File: config.mk
export PLATFORM = sky130hd
export DESIGN_NAME = grid_coordinate_to_linear_index
export DESIGN_NICKNAME = d
export VERILOG_FILES = /design/src/sv/gcli_pkg.sv /design/src/sv/gcli_wrap.sv /design/src/sv/gcli_mac.sv /design/src/sv/grid_coordinate_to_linear_index.sv
export SDC_FILE = /design/constraint.sdc
export NUM_CORES = 2
export LEC_CHECK = 0
export ABC_CLOCK_PERIOD_IN_PS = 10000
export BUFFER_PORTS_ARGS = -buffer_cell sky130_fd_sc_hd__clkbuf_2
export CORE_UTILIZATION = 60
export DETAILED_ROUTE_END_ITERATION = 10
export PLACE_DENSITY = 0.77
export SETUP_SLACK_MARGIN = 0.2
export SYNTH_ARGS = -nofsm -noshare
export SYNTH_HDL_FRONTEND = slang
export SYNTH_SLANG_ARGS = --single-unit
export TNS_END_PERCENT = 30
File: constraint.sdc
create_clock -name clk -period 10 [get_ports clk]
set_input_delay 2 -clock clk [delete_from_list [all_inputs] [get_ports clk]]
set_output_delay 2 -clock clk [all_outputs]
set_load 0.02 [all_outputs]
File: src/sv/gcli_pkg.sv
// ----------------------------------------------------------------------------
// gcli_pkg
// Shared types and constants for the grid coordinate to linear index block.
// ----------------------------------------------------------------------------
package gcli_pkg;

  // Fixed field widths of the interface.
  localparam int COORDS  = 4;
  localparam int COORD_W = 12;
  localparam int NODE_W  = 11;
  localparam int DOF_W   = 4;
  localparam int DOFS_W  = 5;
  localparam int INDEX_W = 44;
  localparam int CFG_W   = 11;
  localparam int CFG_A_W = 3;

  // Configuration register indexes.
  typedef enum logic [CFG_A_W-1:0] {
    REG_DIM_COUNT  = 3'd0,
    REG_NODES_DIM0 = 3'd1,
    REG_NODES_DIM1 = 3'd2,
    REG_NODES_DIM2 = 3'd3,
    REG_NODES_DIM3 = 3'd4,
    REG_PERIODIC   = 3'd5,
    REG_DOF_COUNT  = 3'd6
  } cfg_reg_t;

  // Per-point side information that travels with each pipeline stage.
  typedef struct packed {
    logic             drop;
    logic             last;
    logic [DOF_W-1:0] dof;
  } pt_ctl_t;

  // Configuration after clamping, as seen by the datapath.
  typedef struct packed {
    logic [COORDS-1:0]             used;
    logic [COORDS-1:0]             periodic;
    logic [COORDS-1:0][NODE_W-1:0] nodes;
    logic [DOFS_W-1:0]             dofs;
  } grid_cfg_t;

endpackage

File: src/sv/gcli_wrap.sv
// ----------------------------------------------------------------------------
// gcli_wrap
// First pipeline stage: periodic wrap, range check and dof check per point.
// ----------------------------------------------------------------------------
module gcli_wrap (
  input  logic                                                       clk,
  input  logic                                                       en,
  input  logic [gcli_pkg::COORDS-1:0][gcli_pkg::COORD_W-1:0]         coord,
  input  logic [gcli_pkg::DOF_W-1:0]                                 dof_index,
  input  logic                                                       last_in_batch,
  input  gcli_pkg::grid_cfg_t                                        cfg,
  output logic [gcli_pkg::COORDS-1:0][gcli_pkg::NODE_W-1:0]          x,
  output gcli_pkg::pt_ctl_t                                          ctl
);

  logic signed [gcli_pkg::COORD_W:0]                   xs;
  logic signed [gcli_pkg::COORD_W:0]                   ns;
  logic signed [gcli_pkg::COORD_W:0]                   xw;
  logic                                                bad;
  logic                                                drop_c;
  logic [gcli_pkg::COORDS-1:0][gcli_pkg::NODE_W-1:0]   x_c;

  // Wrap each coordinate once, then check that it lies inside its dimension.
  // Dimensions not in use contribute zero and never discard the point.
  always_comb begin
    drop_c = 1'b0;
    xs     = '0;
    ns     = '0;
    xw     = '0;
    bad    = 1'b0;
    for (int k = 0; k < gcli_pkg::COORDS; k++) begin
      xs  = {coord[k][gcli_pkg::COORD_W-1], coord[k]};
      ns  = {2'b00, cfg.nodes[k]};
      xw  = xs;
      bad = 1'b0;
      if (xs < 0) begin
        if (cfg.periodic[k]) begin
          xw = xs + ns;
        end else begin
          bad = 1'b1;
        end
      end else if (xs >= ns) begin
        if (cfg.periodic[k]) begin
          xw = xs - ns;
        end else begin
          bad = 1'b1;
        end
      end
      if (xw < 0 || xw >= ns) begin
        bad = 1'b1;
      end
      x_c[k] = cfg.used[k] ? xw[gcli_pkg::NODE_W-1:0] : '0;
      if (cfg.used[k] && bad) begin
        drop_c = 1'b1;
      end
    end
    if ({1'b0, dof_index} >= cfg.dofs) begin
      drop_c = 1'b1;
    end
  end

  // Stage register.
  always_ff @(posedge clk) begin
    if (en) begin
      x        <= x_c;
      ctl.drop <= drop_c;
      ctl.last <= last_in_batch;
      ctl.dof  <= dof_index;
    end
  end

endmodule

File: src/sv/gcli_mac.sv
// ----------------------------------------------------------------------------
// gcli_mac
// One registered multiply-add step: result = acc * mul + add, truncated.
// ----------------------------------------------------------------------------
module gcli_mac #(
  parameter int A_W = 11,
  parameter int M_W = 11,
  parameter int D_W = 11,
  parameter int O_W = 22
) (
  input  logic                     clk,
  input  logic                     en,
  input  logic [A_W-1:0]           acc,
  input  logic [M_W-1:0]           mul,
  input  logic [D_W-1:0]           add,
  input  gcli_pkg::pt_ctl_t        ctl_in,
  output logic [O_W-1:0]           result,
  output gcli_pkg::pt_ctl_t        ctl_out
);

  localparam int P_W = A_W + M_W + 1;

  logic [P_W-1:0] prod;
  logic [P_W-1:0] sum;

  // One Horner step of the row-major index.
  always_comb begin
    prod = P_W'(acc) * P_W'(mul);
    sum  = prod + P_W'(add);
  end

  // Stage register.
  always_ff @(posedge clk) begin
    if (en) begin
      result  <= O_W'(sum);
      ctl_out <= ctl_in;
    end
  end

endmodule

File: src/sv/grid_coordinate_to_linear_index.sv
// ----------------------------------------------------------------------------
// grid_coordinate_to_linear_index
// Maps a grid point and a dof index to its flat row-major vector index.
// ----------------------------------------------------------------------------
// Each input transfer passes through one register per stage; the dof stage
//   register drives the output channel.
// Throughput: one point per cycle; stalls back up stage by stage, bubbles fill.
// The depth is set by the wrap stage, three Horner multiply-add stages and
//   the final multiply by the dof count.
// Reset clears all stage valid bits and loads every configuration register with its default.
// ----------------------------------------------------------------------------
module grid_coordinate_to_linear_index #(
  parameter int MAX_DIMS  = 4,
  parameter int MAX_NODES = 1024,
  parameter int MAX_DOF   = 16
) (
  input  logic                                 clk,
  input  logic                                 rst,
  // Configuration write port.
  input  logic                                 cfg_write,
  input  logic [gcli_pkg::CFG_A_W-1:0]         cfg_index,
  input  logic [gcli_pkg::CFG_W-1:0]           cfg_data,
  // Input channel.
  input  logic                                 in_valid,
  output logic                                 in_stall,
  input  logic signed [gcli_pkg::COORD_W-1:0]  coord_0,
  input  logic signed [gcli_pkg::COORD_W-1:0]  coord_1,
  input  logic signed [gcli_pkg::COORD_W-1:0]  coord_2,
  input  logic signed [gcli_pkg::COORD_W-1:0]  coord_3,
  input  logic [gcli_pkg::DOF_W-1:0]           dof_index,
  input  logic                                 last_in_batch,
  // Output channel.
  output logic                                 out_valid,
  input  logic                                 out_stall,
  output logic [gcli_pkg::INDEX_W-1:0]         linear_index,
  output logic                                 discarded,
  output logic                                 last_out
);

  localparam int NW = gcli_pkg::NODE_W;
  localparam int STAGES = 5;
  localparam logic [3:0]  MAX_DIMS_V  = 4'(MAX_DIMS);
  localparam logic [16:0] MAX_NODES_V = 17'(MAX_NODES);
  localparam logic [8:0]  MAX_DOF_V   = 9'(MAX_DOF);

  // Configuration registers.
  logic [2:0]                           dim_count;
  logic [gcli_pkg::COORDS-1:0][NW-1:0]  nodes_dim;
  logic [gcli_pkg::COORDS-1:0]          periodic_mask;
  logic [gcli_pkg::DOFS_W-1:0]          dof_count;

  gcli_pkg::grid_cfg_t                  cfg;
  logic [3:0]                           dims;
  logic [gcli_pkg::COORDS-1:0][NW-1:0]  n_eff;

  // Pipeline control.
  logic [STAGES:1]                      v;
  logic [STAGES+1:1]                    rdy;

  // Pipeline payload.
  logic [gcli_pkg::COORDS-1:0][gcli_pkg::COORD_W-1:0] coord_all;
  logic [gcli_pkg::COORDS-1:0][NW-1:0]  x1;
  gcli_pkg::pt_ctl_t                    ctl1, ctl2, ctl3, ctl4, ctl5;
  logic [2*NW-1:0]                      acc2;
  logic [3*NW-1:0]                      acc3;
  logic [gcli_pkg::INDEX_W-1:0]         acc4;
  logic [gcli_pkg::INDEX_W-1:0]         idx5;
  logic [NW-1:0]                        x2_2, x2_3, x3_3;

  // Register writes; unknown indexes are ignored.
  always_ff @(posedge clk) begin
    if (rst) begin
      dim_count     <= 3'd1;
      nodes_dim     <= {gcli_pkg::COORDS{NW'(1)}};
      periodic_mask <= '0;
      dof_count     <= gcli_pkg::DOFS_W'(1);
    end else if (cfg_write) begin
      case (gcli_pkg::cfg_reg_t'(cfg_index))
        gcli_pkg::REG_DIM_COUNT:  dim_count     <= cfg_data[2:0];
        gcli_pkg::REG_NODES_DIM0: nodes_dim[0]  <= cfg_data;
        gcli_pkg::REG_NODES_DIM1: nodes_dim[1]  <= cfg_data;
        gcli_pkg::REG_NODES_DIM2: nodes_dim[2]  <= cfg_data;
        gcli_pkg::REG_NODES_DIM3: nodes_dim[3]  <= cfg_data;
        gcli_pkg::REG_PERIODIC:   periodic_mask <= cfg_data[gcli_pkg::COORDS-1:0];
        gcli_pkg::REG_DOF_COUNT:  dof_count     <= cfg_data[gcli_pkg::DOFS_W-1:0];
        default: ;
      endcase
    end
  end

  // Clamp the configuration to the supported limits.
  always_comb begin
    dims = {1'b0, dim_count};
    if (dims == 4'd0) begin
      dims = 4'd1;
    end
    if (dims > MAX_DIMS_V) begin
      dims = MAX_DIMS_V;
    end
    if (dims > 4'(gcli_pkg::COORDS)) begin
      dims = 4'(gcli_pkg::COORDS);
    end
    for (int k = 0; k < gcli_pkg::COORDS; k++) begin
      cfg.used[k]  = 4'(k) < dims;
      cfg.nodes[k] = ({6'b0, nodes_dim[k]} > MAX_NODES_V) ?
                     MAX_NODES_V[NW-1:0] : nodes_dim[k];
      n_eff[k]     = cfg.used[k] ? cfg.nodes[k] : NW'(1);
    end
    cfg.periodic = periodic_mask;
    cfg.dofs     = ({4'b0, dof_count} > MAX_DOF_V) ?
                   MAX_DOF_V[gcli_pkg::DOFS_W-1:0] : dof_count;
  end

  // Each stage loads when it is empty or its successor takes its item.
  always_comb begin
    rdy[STAGES+1] = !out_stall;
    for (int k = STAGES; k >= 1; k--) begin
      rdy[k] = !v[k] || rdy[k+1];
    end
  end

  assign in_stall = !rdy[1];

  always_ff @(posedge clk) begin
    if (rst) begin
      v <= '0;
    end else begin
      if (rdy[1]) begin
        v[1] <= in_valid;
      end
      for (int k = 2; k <= STAGES; k++) begin
        if (rdy[k]) begin
          v[k] <= v[k-1];
        end
      end
    end
  end

  // Stage 1: wrap and range check.
  assign coord_all = {coord_3, coord_2, coord_1, coord_0};

  gcli_wrap u_wrap (
    .clk           (clk),
    .en            (rdy[1]),
    .coord         (coord_all),
    .dof_index     (dof_index),
    .last_in_batch (last_in_batch),
    .cfg           (cfg),
    .x             (x1),
    .ctl           (ctl1)
  );

  // Stages 2 to 4: Horner steps over the faster dimensions.
  gcli_mac #(.A_W(NW), .M_W(NW), .D_W(NW), .O_W(2*NW)) u_mac1 (
    .clk     (clk),
    .en      (rdy[2]),
    .acc     (x1[0]),
    .mul     (n_eff[1]),
    .add     (x1[1]),
    .ctl_in  (ctl1),
    .result  (acc2),
    .ctl_out (ctl2)
  );

  always_ff @(posedge clk) begin
    if (rdy[2]) begin
      x2_2 <= x1[2];
      x2_3 <= x1[3];
    end
    if (rdy[3]) begin
      x3_3 <= x2_3;
    end
  end

  gcli_mac #(.A_W(2*NW), .M_W(NW), .D_W(NW), .O_W(3*NW)) u_mac2 (
    .clk     (clk),
    .en      (rdy[3]),
    .acc     (acc2),
    .mul     (n_eff[2]),
    .add     (x2_2),
    .ctl_in  (ctl2),
    .result  (acc3),
    .ctl_out (ctl3)
  );

  gcli_mac #(.A_W(3*NW), .M_W(NW), .D_W(NW), .O_W(gcli_pkg::INDEX_W)) u_mac3 (
    .clk     (clk),
    .en      (rdy[4]),
    .acc     (acc3),
    .mul     (n_eff[3]),
    .add     (x3_3),
    .ctl_in  (ctl3),
    .result  (acc4),
    .ctl_out (ctl4)
  );

  // Stage 5: scale by the dof count and add the dof index.
  gcli_mac #(.A_W(gcli_pkg::INDEX_W), .M_W(gcli_pkg::DOFS_W), .D_W(gcli_pkg::DOF_W),
             .O_W(gcli_pkg::INDEX_W)) u_mac_dof (
    .clk     (clk),
    .en      (rdy[5]),
    .acc     (acc4),
    .mul     (cfg.dofs),
    .add     (ctl4.dof),
    .ctl_in  (ctl4),
    .result  (idx5),
    .ctl_out (ctl5)
  );

  // Output register drives the result channel.
  assign out_valid    = v[STAGES];
  assign linear_index = ctl5.drop ? '0 : idx5;
  assign discarded    = ctl5.drop;
  assign last_out     = ctl5.last;

  // The input side only stalls when every stage holds an item.
  a_stall_only_when_full: assert property (@(posedge clk) disable iff (rst)
    in_stall |-> ((&v) && out_stall))
    else $error("input stalled while the pipeline has room");

  // A transfer with an out-of-range dof index is marked discarded in stage 1.
  a_dof_drop: assert property (@(posedge clk) disable iff (rst)
    (in_valid && rdy[1] && ({1'b0, dof_index} >= cfg.dofs)) |=> (v[1] && ctl1.drop))
    else $error("bad dof index not discarded");

  // A kept point has its slowest coordinate inside its dimension.
  a_coord_in_range: assert property (@(posedge clk) disable iff (rst)
    (v[1] && !ctl1.drop) |-> (x1[0] < cfg.nodes[0]))
    else $error("kept point with coordinate out of range");

  // Reset empties the pipeline.
  a_reset_empty: assert property (@(posedge clk)
    rst |=> !out_valid)
    else $error("result valid right after reset");

endmodule

==> out/results.txt <==
Tightest Hold Check Type -> flop to flop
R2R Setup Slk -> 2.38 ns
Die W -> 285 um
post_cts resized -> 0
reg2reg end -> u_mac3.result[40]
sequential share of the synthesized area -> 18.0%
Tot GR Track Use -> 29.3%
Rows -> 103
clock sinks -> 307
min cycle time layout -> 7.62 ns
Post-Syn Nets -> 6577
clock-pin slew on the worst setup and hold paths -> 0.06 ns
post-CTS setup buffer count -> 0
CTS root buffer -> clkbuf_16
yosys synthesis warning count -> 0
area delta synth->final -> 5.16%
CP Launch Type -> flop
nets -> 6521
count of cell types in the netlist -> 84
Reg2Reg Depth -> 22
CP Capture Type -> flop
CTS tree -> done
Reg-to-Reg Start -> nodes_dim[43]
critical path data required time -> 10.40 ns
Hold Path Origin -> u_mac2.ctl_out[3]
fraction of layout cells with a size suffix above 1 -> 4.88%
vias in the first global route -> 37600
critical path class -> flop to flop
asr flop ratio synth -> 0%
initial antenna violation count -> 6
DRT antenna net count -> 0
#FFs+latches synth -> 307
Clock Path Buffers -> 3
hold buffer count at CTS -> 0
Mapped Avg Cell Area -> 8.98 um2
vias post-DR -> 36900
1st-iter DRT viols -> 3077
largest net degree at the start of global routing -> 126
crit-path cells -> buf_4, clkinv_1, nand2_1, nor2_2, nand2_1, fa_1, fa_1, inv_1, fa_1, fa_1, inv_1, fa_1, inv_1, ha_1, a21o_1, a21o_1, a221o_1, a221oi_4, a31oi_4, o21ai_0, nand2_1, o311ai_1
Critical Path Max Stage Delay -> 0.90 ns
DPL Wire Length -> 91200 um
status -> finished, final reports clean
fill count -> 6516
clk_skew -> 0.0354 ns
Post-Syn Area -> 0.0479 mm2
setup_tns -> 0 ns
cells after synthesis -> 5335
routed vias/inst -> 5.81
I/O pins -> 120
final-report hold violation count -> 0
Final WS setup -> 2.38 ns
Cell Area, Placed -> 0.0492 mm2
worst slack, placed -> 2.45 ns
EDFF count, synth -> 246
Setup violations, final -> 0
Remaining Overflow, GRT -> 0
# DRC -> 0
CP max FO -> 32
CP dominant cell by count -> fa_1
global placement routability congestion -> 0.963
Slew headroom -> 24.0%
DR pass1 iterations -> 5
final wirelength -> 116000 um
die height -> 285 um
Worst VDD drop -> 0.100 mV
slew of the pin with the lowest slew margin -> 1.14 ns
pwr dens -> 72.2 mW/mm2
crit path from -> nodes_dim[43]
number of max-cap violations -> 0
per-cell routed wire length -> 18.2 um
Num CTS Buffers -> 38
worst endpoint data arrival time -> 8.03 ns
Core Area -> 0.0790 mm2
hold path depth -> 0
fin area -> 0.0504 mm2
fin. max-slew vios -> 0
WP buf/inv -> 5
Hold Path End -> u_mac3.ctl_out[3]
cell leakage power -> 0.0249 uW
Port Buffers -> 119
crit path max-delay cell type -> nor2_2
RSZ-0062 raised after global routing -> false
delay-heaviest family, CP -> adder cells
Clock Latency Late Sink -> 0.60 ns
Max Clk Rate -> 0.131 GHz
dominant synthesized flop cell -> edfxtp_1
Layout Utilization -> 63.8%
die area -> 0.0810 mm2
first-pass GRT wire length -> 192000 um
Tcrit/Tclk final -> 76.2%
H-tree depth -> 2
Initial Util -> 60.7%
where the power goes:
part / internal [uW] / leakage (uW) / switching (uW)
registers: 1460 / 0.00338 / 122
logic: 284 / 0.0210 / 425
clock network: 740 / 0.000574 / 606
total: 2490 / 0.0249 / 1150
registers in the layout (all words and copies together) (netlist names), 5 cells and up:
signal            cells
nodes_dim            44
u_mac3.ctl_out        6
dof_count             5
x2_2                 11
x2_3                 11
x3_3                 11
u_mac1.ctl_out        6
u_mac_dof.result     44
v                     5
u_wrap.x             44
u_mac1.result        22
u_mac2.result        33
u_mac2.ctl_out        6
u_mac3.result        44
u_wrap.ctl            6
layout make-up:
cell class / count / area [um2] / share of cell area [%]
Sequential cell: 307 / 8610 / 17.1
Clock buffer: 42 / 966 / 1.92
Tap cell: 1050 / 1310 / 2.61
Clock inverter: 27 / 248 / 0.491
Timing Repair Buffer: 152 / 843 / 1.67
Antenna cell: 2 / 5.00 / 0.00993
Multi-Input combinational cell: 3833 / 34900 / 69.2
Inverter: 947 / 3550 / 7.05
cells in the final DEF (no fill, tap or decap), drive strengths merged, types with 112 or more instances in the layout:
cell type | Yosys | routed
nor2 | 215 | 215
and3 | 264 | 264
ha | 470 | 470
inv | 943 | 945
a21oi | 215 | 215
edfxtp | 246 | 246
xnor2 | 112 | 112
clkbuf | 234 | 161
nand2 | 789 | 789
fa | 700 | 700
and2 | 168 | 168
cells in the mapped netlist, types with 11 or more instances:
| master | count | area, um2 |
|---|---|---|
| a211o_1 | 14 | 123 |
| a31oi_1 | 18 | 113 |
| nor2b_1 | 89 | 557 |
| a21oi_1 | 215 | 1080 |
| nand4_1 | 16 | 100 |
| o22ai_1 | 23 | 144 |
| o21ai_0 | 91 | 455 |
| nand2b_1 | 36 | 225 |
| and3_1 | 264 | 1650 |
| dfxtp_1 | 61 | 1220 |
| mux2i_1 | 24 | 240 |
| nand3_1 | 54 | 270 |
| xor2_1 | 52 | 455 |
| nor2_1 | 215 | 807 |
| inv_1 | 943 | 3540 |
| and2_1 | 166 | 1040 |
| o31ai_1 | 13 | 97.6 |
| or2_2 | 12 | 75.1 |
| nand2_1 | 789 | 2960 |
| fa_1 | 700 | 14000 |
| a221oi_1 | 16 | 140 |
| xnor2_1 | 112 | 981 |
| clkbuf_1 | 234 | 878 |
| ha_1 | 470 | 5880 |
| edfxtp_1 | 246 | 7390 |
| a21o_1 | 70 | 526 |
| o21bai_1 | 26 | 195 |
| o21a_1 | 43 | 323 |
| a211oi_1 | 41 | 308 |
| a21boi_0 | 11 | 82.6 |
| nor3_1 | 62 | 310 |
| or3_1 | 12 | 75.1 |
| o211ai_1 | 28 | 210 |
kinds of logic after synthesis:
kind of cell             Yosys count  synth area share (%)
multiplexers                      26                 0.548
XOR/XNOR                         164                  3.00
adder cells (fa/ha/maj)         1170                  41.5
AO/OA/AOI/OAI                    722                  10.2
flip-flops                       307                  18.0
AND/OR/NAND/NOR                 1751                  17.4
buffers and inverters           1195                  9.39
worst max-delay path by stage:
stage | depth (start not counted) | end | slack, ns
floorplan | 23 | u_mac3.result[36] | 3.36
global placement | 22 | u_mac3.result[40] | 2.53
detailed placement | 22 | u_mac3.result[40] | 2.45
CTS | 22 | u_mac3.result[40] | 2.45
global route | 22 | u_mac3.result[40] | 1.97
finish | 22 | u_mac3.result[40] | 2.38
per-stage QoR:
stage | power (uW) | hold slack, ns | std cells
floorplan | 2080 | 0.400 | 5335
finish | 3640 | 0.416 | 6360
CTS | 3660 | 0.418 | 6358
global placement | 2280 | 0.400 | 6289
detailed placement | 2300 | 0.405 | 6289
global route | 3810 | 0.420 | 6359
per-layer routing:
layer  share of wire (%)  up-vias  track usage, %
li1                    -    17100               -
met1                  42    18300            38.7
met2                  48     1360            49.4
met3                 7.3      195            4.86
met4                 2.6        6            8.36
met5               0.034        -               0
No activity file was read; power rests on OpenSTA's default activity.
